## config.mk

```make
export PLATFORM = sky130hd
export DESIGN_NAME = cvc_alu
export DESIGN_NICKNAME = d
export VERILOG_FILES = /design/src/sv/cvc_pkg.sv /design/src/sv/cvc_alu.sv
export SDC_FILE = /design/constraint.sdc
export NUM_CORES = 1
export LEC_CHECK = 0
export CORE_ASPECT_RATIO = 0.6
export CORE_MARGIN = 3
export CORE_UTILIZATION = 45
export CTS_BUF_LIST = sky130_fd_sc_hd__clkbuf_8
export DETAILED_ROUTE_END_ITERATION = 12
export DONT_BUFFER_PORTS = 1
export PLACE_DENSITY = 0.63
export SLEW_MARGIN = 10
export SYNTH_ARGS = -nofsm -noshare
export SYNTH_HDL_FRONTEND = slang
export SYNTH_SLANG_ARGS = --single-unit
```

## constraint.sdc

```tcl
create_clock -name clk -period 7.95 [get_ports clk]
set_input_delay 1.59 -clock clk [delete_from_list [all_inputs] [get_ports clk]]
set_output_delay 1.59 -clock clk [all_outputs]
set_load 0.1 [all_outputs]
```

## src/sv/cvc_pkg.sv

```systemverilog
// ----------------------------------------------------------------------------
// cvc_pkg
// types, constants and helpers of the collision velocity clipper
// ----------------------------------------------------------------------------
package cvc_pkg;

  localparam int RECT_SLOTS_DEF   = 16;
  localparam int CIRCLE_SLOTS_DEF = 16;
  localparam int MAX_SLOTS        = 256;

  // op codes of an input word
  localparam logic [1:0] OP_RECT   = 2'd0;
  localparam logic [1:0] OP_CIRCLE = 2'd1;
  localparam logic [1:0] OP_QUERY  = 2'd2;
  localparam logic [1:0] OP_UNUSED = 2'd3;

  // configuration register indexes
  localparam int CFG_IDX_W  = 1;
  localparam int CFG_DATA_W = 5;
  localparam logic [CFG_IDX_W-1:0] CFG_RECT_COUNT   = 1'b0;
  localparam logic [CFG_IDX_W-1:0] CFG_CIRCLE_COUNT = 1'b1;

  localparam logic signed [35:0] ONE_Q16 = 36'sd65536;

  // shared unit step counts
  localparam int ALU_CNT_W  = 7;
  localparam int MUL_STEPS  = 33;
  localparam int DIV_STEPS  = 64;
  localparam int SQRT_STEPS = 32;

  typedef struct packed {
    logic [1:0]         op;
    logic [3:0]         slot;
    logic signed [31:0] coord_x;
    logic signed [31:0] coord_z;
    logic signed [31:0] other_x;
    logic signed [31:0] other_z;
    logic signed [31:0] speed_y;
    logic [30:0]        radius;
    logic               hold_in;
  } item_t;

  typedef struct packed {
    logic signed [31:0] clipped_x;
    logic signed [31:0] clipped_y;
    logic signed [31:0] clipped_z;
    logic               x_blocked;
    logic               z_blocked;
  } result_t;

  typedef struct packed {
    logic signed [31:0] lo_x;
    logic signed [31:0] hi_x;
    logic signed [31:0] lo_z;
    logic signed [31:0] hi_z;
  } rect_t;

  typedef struct packed {
    logic               keep_in;
    logic signed [31:0] cen_x;
    logic signed [31:0] cen_z;
    logic signed [31:0] rad;
  } circ_t;

  typedef enum logic [1:0] {
    ALU_MUL,
    ALU_DIV,
    ALU_SQRT
  } alu_op_t;

  typedef struct packed {
    logic        go;
    alu_op_t     op;
    logic [63:0] a;
    logic [63:0] b;
  } alu_req_t;

  typedef struct packed {
    logic        done;
    logic [63:0] result;
  } alu_rsp_t;

  typedef enum logic [4:0] {
    S_IDLE,
    S_RECT_RD,
    S_RECT_TEST,
    S_CIRC_PREP,
    S_CIRC_RD,
    S_CIRC_DIFF,
    S_SQX_GO,
    S_SQX_WAIT,
    S_SQZ_GO,
    S_SQZ_WAIT,
    S_ROOT_GO,
    S_ROOT_WAIT,
    S_DECIDE,
    S_MULX_GO,
    S_MULX_WAIT,
    S_DIVX_GO,
    S_DIVX_WAIT,
    S_MULZ_GO,
    S_MULZ_WAIT,
    S_DIVZ_GO,
    S_DIVZ_WAIT,
    S_CIRC_NEXT,
    S_FINISH
  } seq_state_t;

  // clamp to the signed 32-bit range
  function automatic logic signed [31:0] sat32(input logic signed [35:0] v);
    logic signed [31:0] r;
    if (v > 36'sd2147483647) begin
      r = 32'sh7fffffff;
    end else if (v < -36'sd2147483648) begin
      r = 32'sh80000000;
    end else begin
      r = v[31:0];
    end
    return r;
  endfunction

  // point inside a padded rectangle, edges inclusive
  function automatic logic holds(input rect_t r, input logic signed [32:0] x,
                                 input logic signed [32:0] z);
    return (x >= 33'(r.lo_x)) && (x <= 33'(r.hi_x)) &&
           (z >= 33'(r.lo_z)) && (z <= 33'(r.hi_z));
  endfunction

endpackage

```

## src/sv/cvc_alu.sv

```systemverilog
// ----------------------------------------------------------------------------
// cvc_alu
// bit-serial multiply, restoring divide and integer square root
// ----------------------------------------------------------------------------
module cvc_alu (
  input  logic              clk,
  input  logic              rst,
  input  cvc_pkg::alu_req_t req,
  output cvc_pkg::alu_rsp_t rsp
);

  cvc_pkg::alu_op_t             op;
  logic [63:0]                  x;
  logic [63:0]                  y;
  logic [63:0]                  z;
  logic [cvc_pkg::ALU_CNT_W-1:0] cnt;
  logic                         done;

  logic [64:0] rem_sh;
  logic        rem_ge;
  logic [63:0] root_t;

  // per-step arithmetic
  always_comb begin
    rem_sh = {z, x[63]};
    rem_ge = rem_sh >= {1'b0, y};
    root_t = y + z;
  end

  // control: step counter and done pulse
  always_ff @(posedge clk) begin
    if (rst) begin
      cnt  <= '0;
      done <= 1'b0;
    end else if (req.go) begin
      done <= 1'b0;
      case (req.op)
        cvc_pkg::ALU_MUL:  cnt <= cvc_pkg::ALU_CNT_W'(cvc_pkg::MUL_STEPS);
        cvc_pkg::ALU_DIV:  cnt <= cvc_pkg::ALU_CNT_W'(cvc_pkg::DIV_STEPS);
        default:           cnt <= cvc_pkg::ALU_CNT_W'(cvc_pkg::SQRT_STEPS);
      endcase
    end else begin
      done <= (cnt == cvc_pkg::ALU_CNT_W'(1));
      if (cnt != '0) begin
        cnt <= cnt - 1'b1;
      end
    end
  end

  // datapath
  always_ff @(posedge clk) begin
    if (req.go) begin
      op <= req.op;
      unique case (req.op)
        cvc_pkg::ALU_MUL: begin
          x <= req.a;
          y <= req.b;
          z <= '0;
        end
        cvc_pkg::ALU_DIV: begin
          x <= req.a;
          y <= req.b;
          z <= '0;
        end
        default: begin
          x <= req.a;
          y <= '0;
          z <= 64'h4000_0000_0000_0000;
        end
      endcase
    end else if (cnt != '0) begin
      unique case (op)
        cvc_pkg::ALU_MUL: begin
          if (y[0]) begin
            z <= z + x;
          end
          x <= {x[62:0], 1'b0};
          y <= {1'b0, y[63:1]};
        end
        cvc_pkg::ALU_DIV: begin
          z <= rem_ge ? 64'(rem_sh - {1'b0, y}) : 64'(rem_sh);
          x <= {x[62:0], rem_ge};
        end
        default: begin
          if (x >= root_t) begin
            x <= x - root_t;
            y <= {1'b0, y[63:1]} + z;
          end else begin
            y <= {1'b0, y[63:1]};
          end
          z <= {2'b00, z[63:2]};
        end
      endcase
    end
  end

  // result select
  always_comb begin
    rsp.done = done;
    unique case (op)
      cvc_pkg::ALU_MUL: rsp.result = z;
      cvc_pkg::ALU_DIV: rsp.result = x;
      default:          rsp.result = y;
    endcase
  end

endmodule

```

* After elaboration in Yosys (flattened, before gate mapping) *
Index checks and enable logic that the tools add are counted.

operators by class
  $add $sub $neg = 6
  multiply operators = 0
  div/mod/pow operators = 0
  $lt $le $gt $ge = 2
  equality and inequality tests = 5
  shift-type cells = 0
  multiplexer cells = 19
  bitwise gates (word level) = 0
  reduce and logical (&&, ||, !) cells = 10

operators with widths
  cell                                                                count
  64-bit 2-to-1 mux                                                   11
  64-bit one-hot mux with 2 select lines                              4
  64-bit adder                                                        2
  64-bit subtractor                                                   2
  65-bit by 64-bit greater-or-equal comparator with 1-bit output      1
  63-bit by 64-bit adder with 64-bit output                           1
  64-bit greater-or-equal comparator                                  1
  63-bit 2-to-1 mux                                                   1
  7-bit 2-to-1 mux                                                    2
  7-bit one-hot mux with 2 select lines                               1
  7-bit by 1-bit == test with 1-bit output, second input constant     1
  7-bit nonzero test                                                  1
  7-bit by 1-bit subtractor with 7-bit output, second input constant  1
  2-bit AND reduction                                                 3
  2-bit by 1-bit == test with 1-bit output, second input constant     2
  2-bit logical NOT                                                   2
  4-bit nonzero test                                                  1
  2-bit OR reduction                                                  2
  3-bit inequality test, second input constant                        1
  2-bit inequality test, second input constant                        1
  2-bit nonzero test                                                  1

storage, ports and cells
  bits in registers = 202
  bits in latches = 0
  memory bits (writable) = 0
  memory bits (read-only) = 0
  bits of input ports = 133
  output and inout bits = 65
  memories = 0

* Longest topological paths before layout *
  word-level depth = 6
  depth in mapped cells = 27

* Least setup slack after synthesis *
No wires, ideal clock.

  path kind = reg-to-reg
  start point = register z[6]
  end point = register x[0], enable pin
  arrival = 6219 ps
  setup slack = 1308 ps
  cell stages (with the launch flop) = 22
  path buffers = 0
  cells stage by stage = edfxtp_1 ha_1 nand3_1 or3b_2 a31oi_1 nor2_1 nor2b_1 a311o_1 nand4_1 a31o_2 o41ai_1 a221oi_1 xor2_1 ha_1 nand4_1 or2_2 o221ai_1 a211oi_1 a2111o_1 nand3_1 nand2_1 nand2_1

between the ends
  word-level cells in the longest chain between the ends = 4

RTL lines
  what                                line           source
  from (decl)                         cvc_alu.sv:15  logic [63:0] z;
  from (signal assigned)              cvc_alu.sv:75  z <= z + x;
  from (signal assigned)              cvc_alu.sv:81  z <= rem_ge ? 64'(rem_sh - {1'b0, y}) : 64'(rem_sh);
  from (signal assigned)              cvc_alu.sv:91  z <= {2'b00, z[63:2]};
  64-bit adder                        cvc_alu.sv:27  root_t = y + z;
  64-bit greater-or-equal comparator  cvc_alu.sv:85  if (x >= root_t) begin
  4-bit nonzero test (no line)        --
  2-bit AND reduction (no line)       --
  to (signal assigned)                cvc_alu.sv:77  x <= {x[62:0], 1'b0};
  to (signal assigned)                cvc_alu.sv:82  x <= {x[62:0], rem_ge};
  to (signal assigned)                cvc_alu.sv:86  x <= x - root_t;
  to (decl)                           cvc_alu.sv:13  logic [63:0] x;

Every way passes these cells.
A chain may end at the register's enable or synchronous reset.

* Worst setup path in the final report *
  start point = register y[4]
  end point = register y[21] (data pin)

between the ends
  word-level cells in the longest chain between the ends = 6
  elaborated cells on any way between the ends = 7
  those cells by class = add/sub (2); order compare (1); mux (4)

RTL lines
  what                                        line           source
  from (decl)                                 cvc_alu.sv:14  logic [63:0] y;
  from (signal assigned)                      cvc_alu.sv:57  y <= req.b;
  from (signal assigned)                      cvc_alu.sv:62  y <= req.b;
  from (signal assigned)                      cvc_alu.sv:78  y <= {1'b0, y[63:1]};
  64-bit adder                                cvc_alu.sv:27
  64-bit greater-or-equal comparator          cvc_alu.sv:85
  64-bit 2-to-1 mux (*)                       cvc_alu.sv:85
  64-bit one-hot mux with 2 select lines (*)  cvc_alu.sv:72  unique case (op)
  64-bit 2-to-1 mux (*)                       cvc_alu.sv:71  end else if (cnt != '0) begin
  64-bit 2-to-1 mux (*)                       cvc_alu.sv:52  if (req.go) begin

Mark *: on every way between the ends. The rest lies on a longest branch, timed or not. The select of a mux whose other input is x is not followed.

==> results.cfg <==
[sta]
rsz0062_at_grt = no
setup_violations = 0
setup_tns_ns = 0
worst_pin_slew_ns = 1.20
finalHoldViolCount = 0
skew_ns = 0.0421
relSlewSlack_pct = 19.7
drv_slew = 0
max_freq_mhz = 143
fin_crit_sh_pct = 88.1
min_period_ns = 7.00

[floorplan]
dieArea_um2 = 70800
initial_core_util_pct = 45.7
die_h_um = 207
rows = 73
core_area_um2 = 66500
die_x_um = 342
pin_count = 198

[synth]
synth_xor_area_share_pct = 8.50
ys_ff_latch = 202
synth_ff_type = edfxtp_1
syn_inst = 4066
yosysUniqueCellTypes = 92
synth_area_per_cell_um2 = 7.48
synth_compound_area_share_pct = 30.4
async_flop_share_pct = 0
synth_top_family_by_area = compound AO/OA/AOI/OAI gates
synthMuxAreaShare_pct = 4.06
synth_warnings = 0
synth_area_um2 = 30400
synthSimpleGateAreaFrac_pct = 18.0
yosysTopAreaCell = edfxtp_1
synth_fa_ha_area_share_pct = 13.5
ys_seq_area_share_pct = 19.7
yosys-top-cells-area = edfxtp_1 19%, ha_1 13%, a21oi_1 7.9%, o21ai_0 6.7%, xnor2_1 5.9%
yosysMostFrequentCell = a21oi_1
synth_edf_count = 194
synth_fp_nets = 4523
synth_top_cell_area_share_pct = 19.2
yosys-top-cells-count = 480 x a21oi_1, 453 x nand2_1, 405 x o21ai_0

[placed_design]
gp_congestion = 1.04
hpwl_um = 100000
numPortBuffers = 0

[detailed_routing]
drt_iter0_markers = 4668
wl_per_cell_um = 25.2
drc = 0
vias_per_cell = 6.39
ant_nets = 0
wirelength_um = 124000
firstDrtPassIters = 8
route.vias.total = 31500

[grt]
grt-ovfl-total = 0
grt_pass1_vias = 27700
grtUsageTotal_pct = 33.6
antenna_found_initial = 0
grt_first_pass_wirelength_um = 182000
grt_max_degree = 185

[clock_network]
cts_max_level = 2
cts_setup_buffers = 0
cts_buffers = 39
cts.clk_slew.worst_paths_ns = 0.07
cts-root-buf = clkbuf_8
hold_buffers = 0
insertion_delay_ns = 0.68
cts_tree = yes
cts.repair.resized = 0
cts_sinks = 202
clk_path_buf_depth = 3

[setup_path]
slowest_stage = a2111oi_1
worstSetupPathType = reg2reg
rrSetupSlack_ns = 0.95
critPathMaxStageDelay_ns = 0.75
crit_arrival_ns = 7.49
crit_buf_inv = 1
crit_path_end_kind = register
start_kind = register
crit_path_max_fanout = 64
cp_common_cell = a21oi_1
required_ns = 8.43
critPathTopFamily = compound AO/OA/AOI/OAI gates
cp_cell_sequence = ha_1 > and2_1 > o2111a_1 > a21o_1 > a21bo_2 > a31o_2 > a2111oi_1 > or3_1 > a21oi_1 > a31oi_1 > o21ai_0 > a21oi_1 > xor2_1 > ha_1 > nand3_1 > nor4_1 > o31ai_1 > a2111o_1 > a21o_4 > buf_12 > a21oi_1 > a21oi_1 > o21ai_0

[final_layout]
seq_area_um2 = 5990
fin_nets = 4447
fillCellCount = 6789
areaGrowthSynthToFinish_pct = 6.56
multi_input_area_um2 = 22900
drive_gt1_share_pct = 7.09

[run]
maxCapViolCount = 0

[hold_path]
hp-class = reg2reg

[status]
status = finished, final reports clean
layout by cell type, fill, tap and decap left out, types with 10 or more instances in the layout:
| cell type | n |
|---|---|
| a21o_1 | 132 |
| or3_1 | 13 |
| and2_1 | 16 |
| buf_4 | 119 |
| nand4_1 | 65 |
| o21ai_2 | 65 |
| o31ai_1 | 37 |
| a31o_2 | 11 |
| xor2_1 | 91 |
| and3_1 | 25 |
| nand3_1 | 77 |
| a21boi_0 | 19 |
| clkinv_1 | 13 |
| nand2_1 | 450 |
| a211oi_1 | 45 |
| o21bai_1 | 62 |
| mux2i_1 | 120 |
| o41ai_1 | 13 |
| a31oi_1 | 45 |
| a22o_1 | 12 |
| nand2b_1 | 28 |
| and4_1 | 11 |
| nor4_1 | 25 |
| ha_1 | 319 |
| xnor2_1 | 204 |
| a21oi_1 | 480 |
| o211ai_1 | 33 |
| nor2_1 | 325 |
| o221ai_1 | 11 |
| clkbuf_8 | 39 |
| o21a_1 | 41 |
| nor3_1 | 73 |
| edfxtp_1 | 194 |
| nor2b_1 | 40 |
| a221oi_1 | 26 |
| inv_1 | 202 |
| nor3b_1 | 10 |
| o21ai_0 | 341 |
| a41oi_1 | 11 |
cell families after synthesis:
kind of cell    Yosys count
compound gates         1491
simple gates           1200
buf+inv                 431
fa+ha+maj               324
xor+xnor                295
flops                   202
mux                     123
worst min-delay path, stage by stage, from the launching register on:
cell	delay (ns)
dfxtp_1	0.32
nor2_1	0.09
a2111oi_0	0.06
per-layer routing:
layer  up-vias  track usage (%)  routed length (um)
li1      14800                -                   -
met1     14500             55.8               60100
met2      1994             35.3               38300
met3       117             17.1               23200
met4         0             6.34                2280
met5         -                0                   0
area by class of cell:
class,instances,share of cell area (%)
antenna,2,0.0155
clock inverter,32,0.467
clock buffer,39,1.66
timing repair buffer,122,2.94
multi-input combinational,3433,70.7
tap,900,3.48
sequential,202,18.5
inverter,192,2.23
through the flow:
| step | setup WS [ns] | hold slack, ns | std cells | instance area [um2] | util (%) |
|---|---|---|---|---|---|
| after floorplan | 1.31 | 0.488 | 4066 | 30400 | - |
| after global placement | 1.30 | 0.503 | 4849 | 31700 | 47.7 |
| after detailed placement | 1.14 | 0.509 | 4849 | 31700 | 47.7 |
| after CTS | 1.09 | 0.519 | 4920 | 32400 | 48.7 |
| after global routing | 0.381 | 0.574 | 4920 | 32400 | 48.7 |
| final | 0.946 | 0.522 | 4922 | 32400 | 48.7 |
state kept, by name (all words and copies together) (netlist names):
register,flops
done,1
y,64
z,64
x,64
op,2
cnt,7
final timing paths:
path                             start  endpoint  depth (start not counted)
worst max-delay path              y[4]     y[21]                         23
worst min-delay path            cnt[1]    cnt[1]                          2
worst max register to register    y[4]     y[21]                         23
worst min register to register  cnt[1]    cnt[1]                          2
Power is not shown: default switching activity piles up to over one toggle a cycle in this logic, so the estimate is an artifact.
