`config.mk`:
```
export PLATFORM = sky130hd
export DESIGN_NAME = cvc_ram
export DESIGN_NICKNAME = d
export VERILOG_FILES = /design/src/sv/cvc_ram.sv
export SDC_FILE = /design/constraint.sdc
export NUM_CORES = 1
export LEC_CHECK = 0
export ABC_AREA = 1
export ABC_CLOCK_PERIOD_IN_PS = 3300
export BUFFER_PORTS_ARGS = -buffer_cell sky130_fd_sc_hd__buf_2
export CAP_MARGIN = 10
export CORE_MARGIN = 2
export CORE_UTILIZATION = 53
export CTS_CLUSTER_DIAMETER = 80
export DETAILED_ROUTE_END_ITERATION = 8
export MAX_ROUTING_LAYER = met4
export PLACE_DENSITY_LB_ADDON = 0.3
export REMOVE_ABC_BUFFERS = 1
export SYNTH_ARGS = -nofsm -noshare
export SYNTH_HDL_FRONTEND = slang
export SYNTH_SLANG_ARGS = --single-unit
```
`constraint.sdc`:
```
create_clock -name clk -period 3.3 [get_ports clk]
set_input_delay 0.825 -clock clk [delete_from_list [all_inputs] [get_ports clk]]
set_output_delay 0.825 -clock clk [all_outputs]
set_load 0.03 [all_outputs]
```
`src/sv/cvc_ram.sv`:
```
// ----------------------------------------------------------------------------
// cvc_ram
// generic single write port ram with registered read
// ----------------------------------------------------------------------------
module cvc_ram #(
  parameter int WIDTH = 32,
  parameter int DEPTH = 16,
  localparam int AW = (DEPTH > 1) ? $clog2(DEPTH) : 1
) (
  input  logic             clk,
  input  logic             we,
  input  logic [AW-1:0]    waddr,
  input  logic [WIDTH-1:0] wdata,
  input  logic [AW-1:0]    raddr,
  output logic [WIDTH-1:0] rdata
);

  logic [WIDTH-1:0] mem [DEPTH];

  // write port and registered read port
  always_ff @(posedge clk) begin
    if (we) begin
      mem[waddr] <= wdata;
    end
    rdata <= mem[raddr];
  end

endmodule

```
---- Yosys cells after proc, flatten, opt, wreduce, memory -nomap -nowiden ----
Memory sizes are Yosys's and may differ from the RTL's. A register that Yosys moved wholly into a read port is not among the register bits.
Cells that the tools add are included.
word-level totals
  flip-flop bits (word level) ............. 0
  RAM bits ................................ 512
  bits of input ports ..................... 42
  output and inout port bits .............. 32
  memories kept ........................... 1
cells by class
  mux-type cells .......................... 2
memory list
  memory  words  bits a word  read ports  clocked after memory_dff  wr ports  RTL line  source
  mem     16     32           1           1                         1         18        logic [WIDTH-1:0] mem [DEPTH];
operators with widths
  operator          number
  2-to-1 mux 1 bit  2

---- Logic depth before layout (Yosys ltp) ----
Gate-level depths: netlist of the first run.
  depth in word-level cells ............... 2
  gate-level depth with buffers ........... 10
  mapped depth without buffers ............ 7

---- Worst setup path after synthesis of the first run ----
OpenSTA, ideal clock, no wires.
  kind .................................... input -> register
  start point ............................. in waddr[2]
  end point ............................... mem mem[10][0], enable pin
  data arrival time ....................... 2397 ps
  data required time ...................... 2879 ps
  path slack .............................. 482 ps
  cell stages on the path ................. 2
  path through ............................ nand3b_1 nor2_1
RTL lines
  element          RTL line  source
  start, declared  12        input logic [AW-1:0] waddr,
  end, declared    18
No word-level cell before the write port.

---- Worst setup path after layout of the first run ----
  start point ............................. reg rdata[1] (read register of mem)
  end point ............................... out rdata[1]
RTL lines
  element          RTL line  source
  start, declared  15        output logic [WIDTH-1:0] rdata
No word-level cell between the ends.

==> out/metrics.cfg, run 1 <==
[run_status]
outcome=finished, final reports clean

[clocking]
cts-root-buf=clkbuf_16
cts_hold_buffers=0
cts_max_level=2
cts_buffers=55
cts_tree=done
clock_path_buffers=3
cts_sinks=544
cts_setup_buffers=0
path_clk_slew_ns=0.06
insertion_delay_ns=0.58
cts_resized=0

[layout]
insertedDiodeCount=0
instances_no_fill=2772
finalNetCount=2229
drive_above_1_share_pct=9.85
syn_to_final_growth_pct=12.7

[drt]
drt_pass1_iterations=5
viasPerCell=5.32
drt_wl_total_mm=52.1
drc=0
ant_nets=0
vias=14700
drt_iter0_markers=1780
wl_per_cell_um=18.8

[setup_path]
crit_cells=1
timing.rr.start=mem[15][11]$_DFFE_PP_
reg2reg_depth=6
max_stage_delay_ns=0.46
r2r_slack_ns=2.17
crit_family=flip-flops
criticalPathCategory=flip-flop to primary output
cp_max_fo=1
startpoint_type=flip-flop
startpoint=rdata[1]$_DFF_P_
critical_path_arrival_ns=1.30
worst_ep_required_time_ns=2.47
reg2reg_to=rdata[11]$_DFF_P_
endpoint=rdata[1]
crit_chain=buf_2
path_buf_inv=1
crit_path_end_kind=primary output
cpMaxStageDelayCell=dfxtp_1

[floorplan]
rows=75
die_area_um2=44600
fp.coreArea_um2=42100
io_pins=74
initial_utilization_pct=53.9
die_h_um=211
die_x_um=211

[synth]
syn_inst=2120
synthesis.area_um2=22700
seq_area_frac_synth_pct=70.5
yosys_warnings=0
syn_area_per_cell_um2=10.7
synthDominantCellAreaShare_pct=67.6
ys_types=15
yosys-top-cells-area=edfxtp_1 (68%), nand2_1 (11%), nand3_1 (8.5%), inv_1 (6.4%), dfxtp_1 (2.8%)
synth_top_area_cell=edfxtp_1
ys_ff_latch=544

[min_path]
min_path_cells=1
hold_path_class=input port to flip-flop

[timing]
period_share_pct=64.2
setup_viol=0
layout_setup_ws_ns=1.18
skew_ns=0.00990
tightest_slew_ns=1.00
hold_slack_ns=0.629
slew_headroom_pct=33.4
fmax_mhz=472
grt_setup_unrepaired=no
period_needed_ns=2.12
setup_tns_ns=0
report.final.slew_viol_count=0
hold_viol_final=0

[power_and_ir_drop]
p_int_mw=12.0
max-vdd-ir-drop_mv=0.373
combPwrFrac_pct=6.4
switching_share_pct=21.6
switchingPower_mw=3.30
power_frac_seq_pct=50.9
leakage_nw=10.9
p_clk_share_pct=42.7
powerDensity_nw_per_um2=596

[place]
dp_cells=2669
pre_cts_slack_ns=0.722
place_congestion=0.810
port_buffers=73
post-dp-hpwl_mm=28.9

[global_route]
grt-busiest-layer=met2
grt_pass1_vias=14400
grt_pass1_wl_mm=81.0
antenna_found_initial=2
gr-usage-all-layers_pct=24.7
met2_usage_pct=38.6
globalRouteMet3Util_pct=3.98
gr-usage-met1_pct=34.0
grt-ovfl-total=0
grt_max_degree=130

[flow_run]
maxCapViolCount=0

==> synth_stat cells (all sizes together) <==
cell / instances
buf: 91
dfxtp: 32
nor2: 17
clkbuf: 14
nand2: 677
edfxtp: 512
nand3: 385
nand3b: 2
inv: 390
==> flip-flops by register name (all words and copies together) (netlist names) <==
register / count
rdata: 32
mem: 512
==> through the flow <==
stage               util (%)  total power, mW  instance area, um2
detailed placement      56.2             8.90               23700
CTS                     60.8             15.4               25600
global placement        56.2             8.88               23700
global route            60.8             15.8               25600
finish                  60.8             15.3               25600
floorplan                  -             8.40               22000
==> layer usage <==
metal / up-vias / part of all wire, % / wire length, um
met5: - / 0 / 0
met4: 0 / 2.0 / 1060
met2: 661 / 47 / 24500
met1: 7028 / 42 / 21900
met3: 85 / 9.0 / 4720
li1: 6966 / - / -
==> cell families (layout without fill, tap and decap cells) <==
family                 count (synthesis)  count (layout)  synth area share, %
AND/OR/NAND/NOR                     1081            1081                 20.0
flip-flops                           544             544                 70.5
buffers and inverters                495             608                 9.54
==> worst min path at each step <==
stage / from / endpoint / slack [ns]
after floorplan: mem[10][0]$_DFFE_PP_ / rdata[0]$_DFF_P_ / 0.61
after global placement: mem[10][27]$_DFFE_PP_ / rdata[27]$_DFF_P_ / 0.63
after detailed placement: mem[6][9]$_DFFE_PP_ / rdata[9]$_DFF_P_ / 0.64
after CTS: wdata[9] / mem[11][9]$_DFFE_PP_ / 0.61
after global routing: wdata[9] / mem[11][9]$_DFFE_PP_ / 0.62
final: wdata[14] / mem[2][14]$_DFFE_PP_ / 0.63
==> layout make-up <==
cell class / instances / area (um2)
clock inverters: 22 / 329
multi-input cells: 1081 / 4670
inverters: 390 / 1470
clock buffers: 81 / 1610
fillers: 3266 / 16500
flip-flops and latches: 544 / 16000
well taps: 539 / 674
repair buffers: 115 / 855
==> layout by cell type (no fill, tap or decap), drive strengths merged <==
cell type  count
nand3b         2
nand2        677
clkbuf        82
nand3        385
nor2          17
edfxtp       512
inv          389
clkinvlp       7
bufinv         8
clkinv         8
dfxtp         32
buf          114
==> power groups by stage <==
| stage | Clock [mW] | Combinational (mW) | Sequential (mW) |
|---|---|---|---|
| 2_1_floorplan | 0 | 0.404 | 8.00 |
| 3_3_place_gp | 0 | 0.957 | 7.92 |
| 3_5_place_dp | 0 | 0.975 | 7.92 |
| 4_1_cts | 6.61 | 0.982 | 7.78 |
| 5_1_grt | 6.89 | 1.08 | 7.79 |
| 6_report | 6.52 | 0.980 | 7.78 |
(Power assumes the default switching activity.)
==> run 2, diff against run 1 <==
- ABC_CLOCK_PERIOD_IN_PS: 3300 -> 2200
- clock period: 3.3 -> 2.2 ns (I/O delays scaled with it)
==> run 2 against run 1 <==
Against the previous run: via count grew 0.39%; sequential cell count is the same; register-to-register slack lost 1.1 ns; count of clock-buffer cells in the layout shrank 6; combinational power grew 58%; die area is the same; setup slack lost 0.77 ns; clock skew grew 0.0087 ns; core utilization grew 0.71 points; first-iteration DRC count shrank 24%; final cell count grew 0.69%; clock power grew 42%; critical endpoint is now rdata[23].
==> out/metrics.cfg, run 2 (synthesis results as in run 1) <==
[clocking]
insertion_delay_ns=0.60  ; +0.02 ns
clock_path_buffers=3  ; unchanged
cts_setup_buffers=0  ; unchanged
cts_tree=done
cts-root-buf=clkbuf_16
cts_resized=0  ; unchanged
path_clk_slew_ns=0.06  ; about the same
cts_sinks=544  ; unchanged
cts_buffers=54  ; -1.8%
cts_max_level=2  ; unchanged
cts_hold_buffers=0  ; unchanged

[floorplan]
io_pins=74  ; unchanged
die_h_um=211  ; unchanged
die_x_um=211  ; unchanged
initial_utilization_pct=53.9  ; unchanged
die_area_um2=44600  ; unchanged
fp.coreArea_um2=42100  ; unchanged
rows=75  ; unchanged

[global_route]
grt_pass1_vias=14500  ; +0.27%
gr-usage-all-layers_pct=24.8  ; +0.13 points
grt_max_degree=75  ; -42%
grt-ovfl-total=0  ; unchanged
grt_pass1_wl_mm=81.7  ; +0.88%
antenna_found_initial=1  ; -1

[drt]
viasPerCell=5.30  ; -0.29%
drt_wl_total_mm=52.0  ; -0.32%
drc=0  ; unchanged
vias=14800  ; +0.39%
drt_pass1_iterations=5  ; unchanged
drt_iter0_markers=1353  ; -24%
wl_per_cell_um=18.6  ; -1.0%
ant_nets=0  ; unchanged

[run_status]
outcome=finished, final reports clean

[layout]
final_common_cell=nand2_1
syn_to_final_growth_pct=14.0
insertedDiodeCount=0  ; unchanged
largest_reg_flops=512  ; unchanged
final_cell_mix=nand2_1 (677), edfxtp_1 (512), inv_1 (386)
finalNetCount=2249  ; +0.90%
top_register=mem
drive_above_1_share_pct=10.5  ; +0.63 points
nFillCells=3220  ; -1.4%
largestRegisters=mem x512, rdata x32

[setup_path]
startpoint_type=flip-flop
cp_max_fo=1  ; unchanged
path_buf_inv=1  ; unchanged
crit_path_end_kind=primary output
critical_path_arrival_ns=1.24  ; -0.06 ns
crit_family=flip-flops
criticalPathCategory=flip-flop to primary output
cpMaxStageDelayCell=dfxtp_1
max_stage_delay_ns=0.40  ; -0.06 ns
worst_ep_required_time_ns=1.65  ; -0.82 ns
reg2reg_depth=6  ; unchanged
crit_chain=buf_2
crit_cells=1  ; unchanged

[power_and_ir_drop]
combPwrFrac_pct=6.9  ; +0.5 points
powerDensity_nw_per_um2=866  ; +45%
power_frac_seq_pct=51.9  ; +1.0 points
p_total_mw=22.4  ; +47%
leakage_nw=11.1  ; +1.3%
switching_share_pct=22.2  ; +0.64 points
max-vdd-ir-drop_mv=0.718  ; +92%
p_clk_share_pct=41.2  ; -1.5 points
p_int_mw=17.4  ; +46%
switchingPower_mw=4.99  ; +51%

[flow_run]
maxCapViolCount=0  ; unchanged

[place]
port_buffers=73  ; unchanged
place_congestion=0.814  ; +0.41%
post-dp-hpwl_mm=30.5  ; +5.2%

[timing]
hold_viol_final=0  ; unchanged
period_share_pct=81.2
slew_headroom_pct=62.8  ; +29 points
fmax_mhz=560
setup_viol=0  ; unchanged
period_needed_ns=1.79
grt_setup_unrepaired=no
skew_ns=0.0186  ; +0.00871 ns
tightest_slew_ns=0.559  ; -0.441 ns
setup_tns_ns=0  ; unchanged
report.final.slew_viol_count=0  ; unchanged

[min_path]
min_path_cells=1  ; unchanged
hold_path_class=input port to flip-flop

-- run 2: layout make-up --
type	instances	area, um2	share of cell area [%]
inverters	390	1470	5.68
flip-flops and latches	544	16000	61.8
repair buffers	136	1300	5.02
clock inverters	26	308	1.19
clock buffers	75	1480	5.71
well taps	539	674	2.60
multi-input cells	1081	4670	18.0
-- run 2: metal layers --
metal / up-vias / track usage, % / part of all wire [%]
li1: 7019 / - / -
met1: 7075 / 33.7 / 41
met2: 610 / 38.7 / 48
met3: 94 / 4.50 / 8.2
met4: 0 / 7.14 / 2.4
met5: - / - / 0
-- run 2: metrics by stage --
stage | setup slack (ns) | util, % | area [um2] | cells | hold WS, ns
floorplan | -0.689 | - | 22000 | 2015 | 0.607
global placement | 0.332 | 57.3 | 24100 | 2690 | 0.637
detailed placement | 0.286 | 57.3 | 24100 | 2690 | 0.650
CTS | 0.370 | 61.5 | 25900 | 2791 | 0.302
global route | 0.362 | 61.5 | 25900 | 2791 | 0.326
finish | 0.414 | 61.5 | 25900 | 2791 | 0.331
-- run 2: power groups by stage --
stage               Sequential, mW  Clock, mW  Combinational [mW]
floorplan                     12.0          0               0.606
global placement              11.9          0                1.52
detailed placement            11.9          0                1.55
CTS                           11.7       9.38                1.56
global route                  11.7       9.79                1.70
finish                        11.7       9.23                1.55
-- run 2: worst paths after layout --
path	from	to	slack, ns
setup / recovery	rdata[23]$_DFF_P_	rdata[23]	0.41
hold / removal	wdata[17]	mem[13][17]$_DFFE_PP_	0.33
setup reg to reg	mem[15][26]$_DFFE_PP_	rdata[26]$_DFF_P_	1.07
hold reg to reg	mem[12][25]$_DFFE_PP_	rdata[25]$_DFF_P_	0.66
==> run 3, diff against run 2 <==
- ABC_CLOCK_PERIOD_IN_PS: 2200 -> 1600
- clock period: 2.2 -> 1.6 ns (I/O delays scaled with it)
==> run 3 against run 2 <==
Against the previous run: combinational power grew 46%; sequential cell count stayed put; non-clock buffer count grew 40; power increased by 37%; global-route usage is 0.13 points higher; clock skew up 0.0046 ns; critical path depth is the same; largest cell class unchanged; largest power group unchanged; highest routed layer unchanged.
==> out/metrics.cfg, run 3 (synthesis results as in run 1) <==
[clocking]
cts_sinks=544  ; unchanged
cts-root-buf=clkbuf_16
path_clk_slew_ns=0.06  ; about the same
cts_tree=done
clock_path_buffers=3  ; unchanged
cts_buffers=53  ; -1.9%
cts_hold_buffers=0  ; unchanged
cts_max_level=2  ; unchanged
insertion_delay_ns=0.59  ; about the same

[layout]
top_register=mem
final_common_cell=nand2_1
stdcell_area_um2=26400  ; +2.0%
instances_no_fill=2834  ; +1.5%
syn_to_final_growth_pct=16.3
final_cell_mix=nand2_1 (677), edfxtp_1 (512), inv_1 (386)
finalNetCount=2288  ; +1.7%
largestRegisters=mem x512, rdata x32
drive_above_1_share_pct=12.1  ; +1.6 points
largest_reg_flops=512  ; unchanged

[drt]
drc=0  ; unchanged
drt_wl_total_mm=52.4  ; +0.90%
drt_iter0_markers=1445  ; +6.8%
wl_per_cell_um=18.5  ; -0.63%
ant_nets=0  ; unchanged
drt_pass1_iterations=6  ; +1
viasPerCell=5.28  ; -0.35%
vias=15000  ; +1.2%

[place]
port_buffers=73  ; unchanged
place_congestion=0.861  ; +5.8%
pre_cts_slack_ns=-0.0658  ; -0.352 ns
dp_cells=2730  ; +1.5%
place_area_um2=24700  ; +2.2%
post-dp-hpwl_mm=31.5  ; +3.3%

[power_and_ir_drop]
powerDensity_nw_per_um2=1160  ; +34%
leakage_nw=11.3  ; +2.2%
max-vdd-ir-drop_mv=0.927  ; +29%

[global_route]
grt-ovfl-total=0  ; unchanged
globalRouteMet3Util_pct=4.06  ; -0.45 points
grt_max_degree=57  ; -24%
grt_pass1_wl_mm=81.7  ; about the same
grt_pass1_vias=14800  ; +2.0%
gr-usage-met1_pct=34.4  ; +0.72 points
grt-busiest-layer=met2
gr-usage-all-layers_pct=24.9  ; +0.13 points
met2_usage_pct=38.0  ; -0.69 points
antenna_found_initial=4  ; +3

[timing]
report.final.slew_viol_count=0  ; unchanged
period_needed_ns=1.56
layout_setup_ws_ns=0.0424  ; -0.372 ns
slew_headroom_pct=70.2  ; +7.5 points
period_share_pct=97.3
grt_setup_unrepaired=no
setup_viol=0  ; unchanged
tightest_slew_ns=0.446  ; -0.112 ns
skew_ns=0.0233  ; +0.00465 ns
fmax_mhz=642
hold_slack_ns=0.211  ; -0.120 ns
hold_viol_final=0  ; unchanged

[flow_run]
maxCapViolCount=0  ; unchanged

[floorplan]
io_pins=74  ; unchanged
die_h_um=211  ; unchanged
initial_utilization_pct=53.9  ; unchanged
die_area_um2=44600  ; unchanged
die_x_um=211  ; unchanged
rows=75  ; unchanged
fp.coreArea_um2=42100  ; unchanged

[setup_path]
startpoint_type=flip-flop
cpMaxStageDelayCell=dfxtp_2
path_buf_inv=1  ; unchanged
cp_max_fo=1  ; unchanged
crit_path_end_kind=primary output
max_stage_delay_ns=0.38  ; -0.02 ns
critical_path_arrival_ns=1.16  ; -0.08 ns
criticalPathCategory=flip-flop to primary output
worst_ep_required_time_ns=1.20  ; -0.45 ns
reg2reg_depth=6  ; unchanged
crit_chain=buf_4
crit_cells=1  ; unchanged
crit_family=flip-flops

[run_status]
outcome=finished, final reports clean

[min_path]
hold_path_class=input port to flip-flop
min_path_cells=1  ; unchanged

==> run 3: metrics by stage <==
stage	util [%]	total power, mW	setup TNS (ns)
CTS	62.7	30.8	0
floorplan	-	17.3	-430.81
finish	62.7	30.7	0
detailed placement	58.5	18.6	-0.143
global route	62.7	31.6	0
global placement	58.5	18.5	-0.0504
==> run 3: routing by layer <==
metal	wire length (um)	vias up	part of all wire [%]
li1	-	7102	-
met1	22400	7192	43
met2	24200	565	46
met3	4410	115	8.4
met4	1410	0	2.7
met5	0	-	0
==> run 3: layout make-up <==
cell class | instances | area, um2
flip-flops and latches | 544 | 16000
clock inverters | 35 | 298
multi-input cells | 1081 | 4670
repair buffers | 176 | 1850
diodes | 4 | 10.0
clock buffers | 65 | 1440
well taps | 539 | 674
inverters | 390 | 1470
fillers | 3102 | 15700
==> run 3: power breakdown <==
part / total (mW) / switching [mW] / internal, mW
clock network: 12.4 / 5.15 / 7.21
registers: 16.0 / 0.107 / 15.9
logic: 2.27 / 1.55 / 0.722
total: 30.7 / 6.81 / 23.9
==> run 3: path summary, 6_finish.rpt <==
kind | from | endpoint | slack, ns
worst max-delay path | rdata[8]$_DFF_P_ | rdata[8] | 0.04
worst max register to register | mem[0][23]$_DFFE_PP_ | rdata[23]$_DFF_P_ | 0.45
worst min register to register | mem[5][0]$_DFFE_PP_ | rdata[0]$_DFF_P_ | 0.67
worst min-delay path | wdata[13] | mem[3][13]$_DFFE_PP_ | 0.21
==> run 3: what timing repair did <==
item                       4_1_cts  5_1_grt
buffers inserted                 0        0
cloned                           0        0
resized for setup                7        2
setup endpoints to repair        5        2
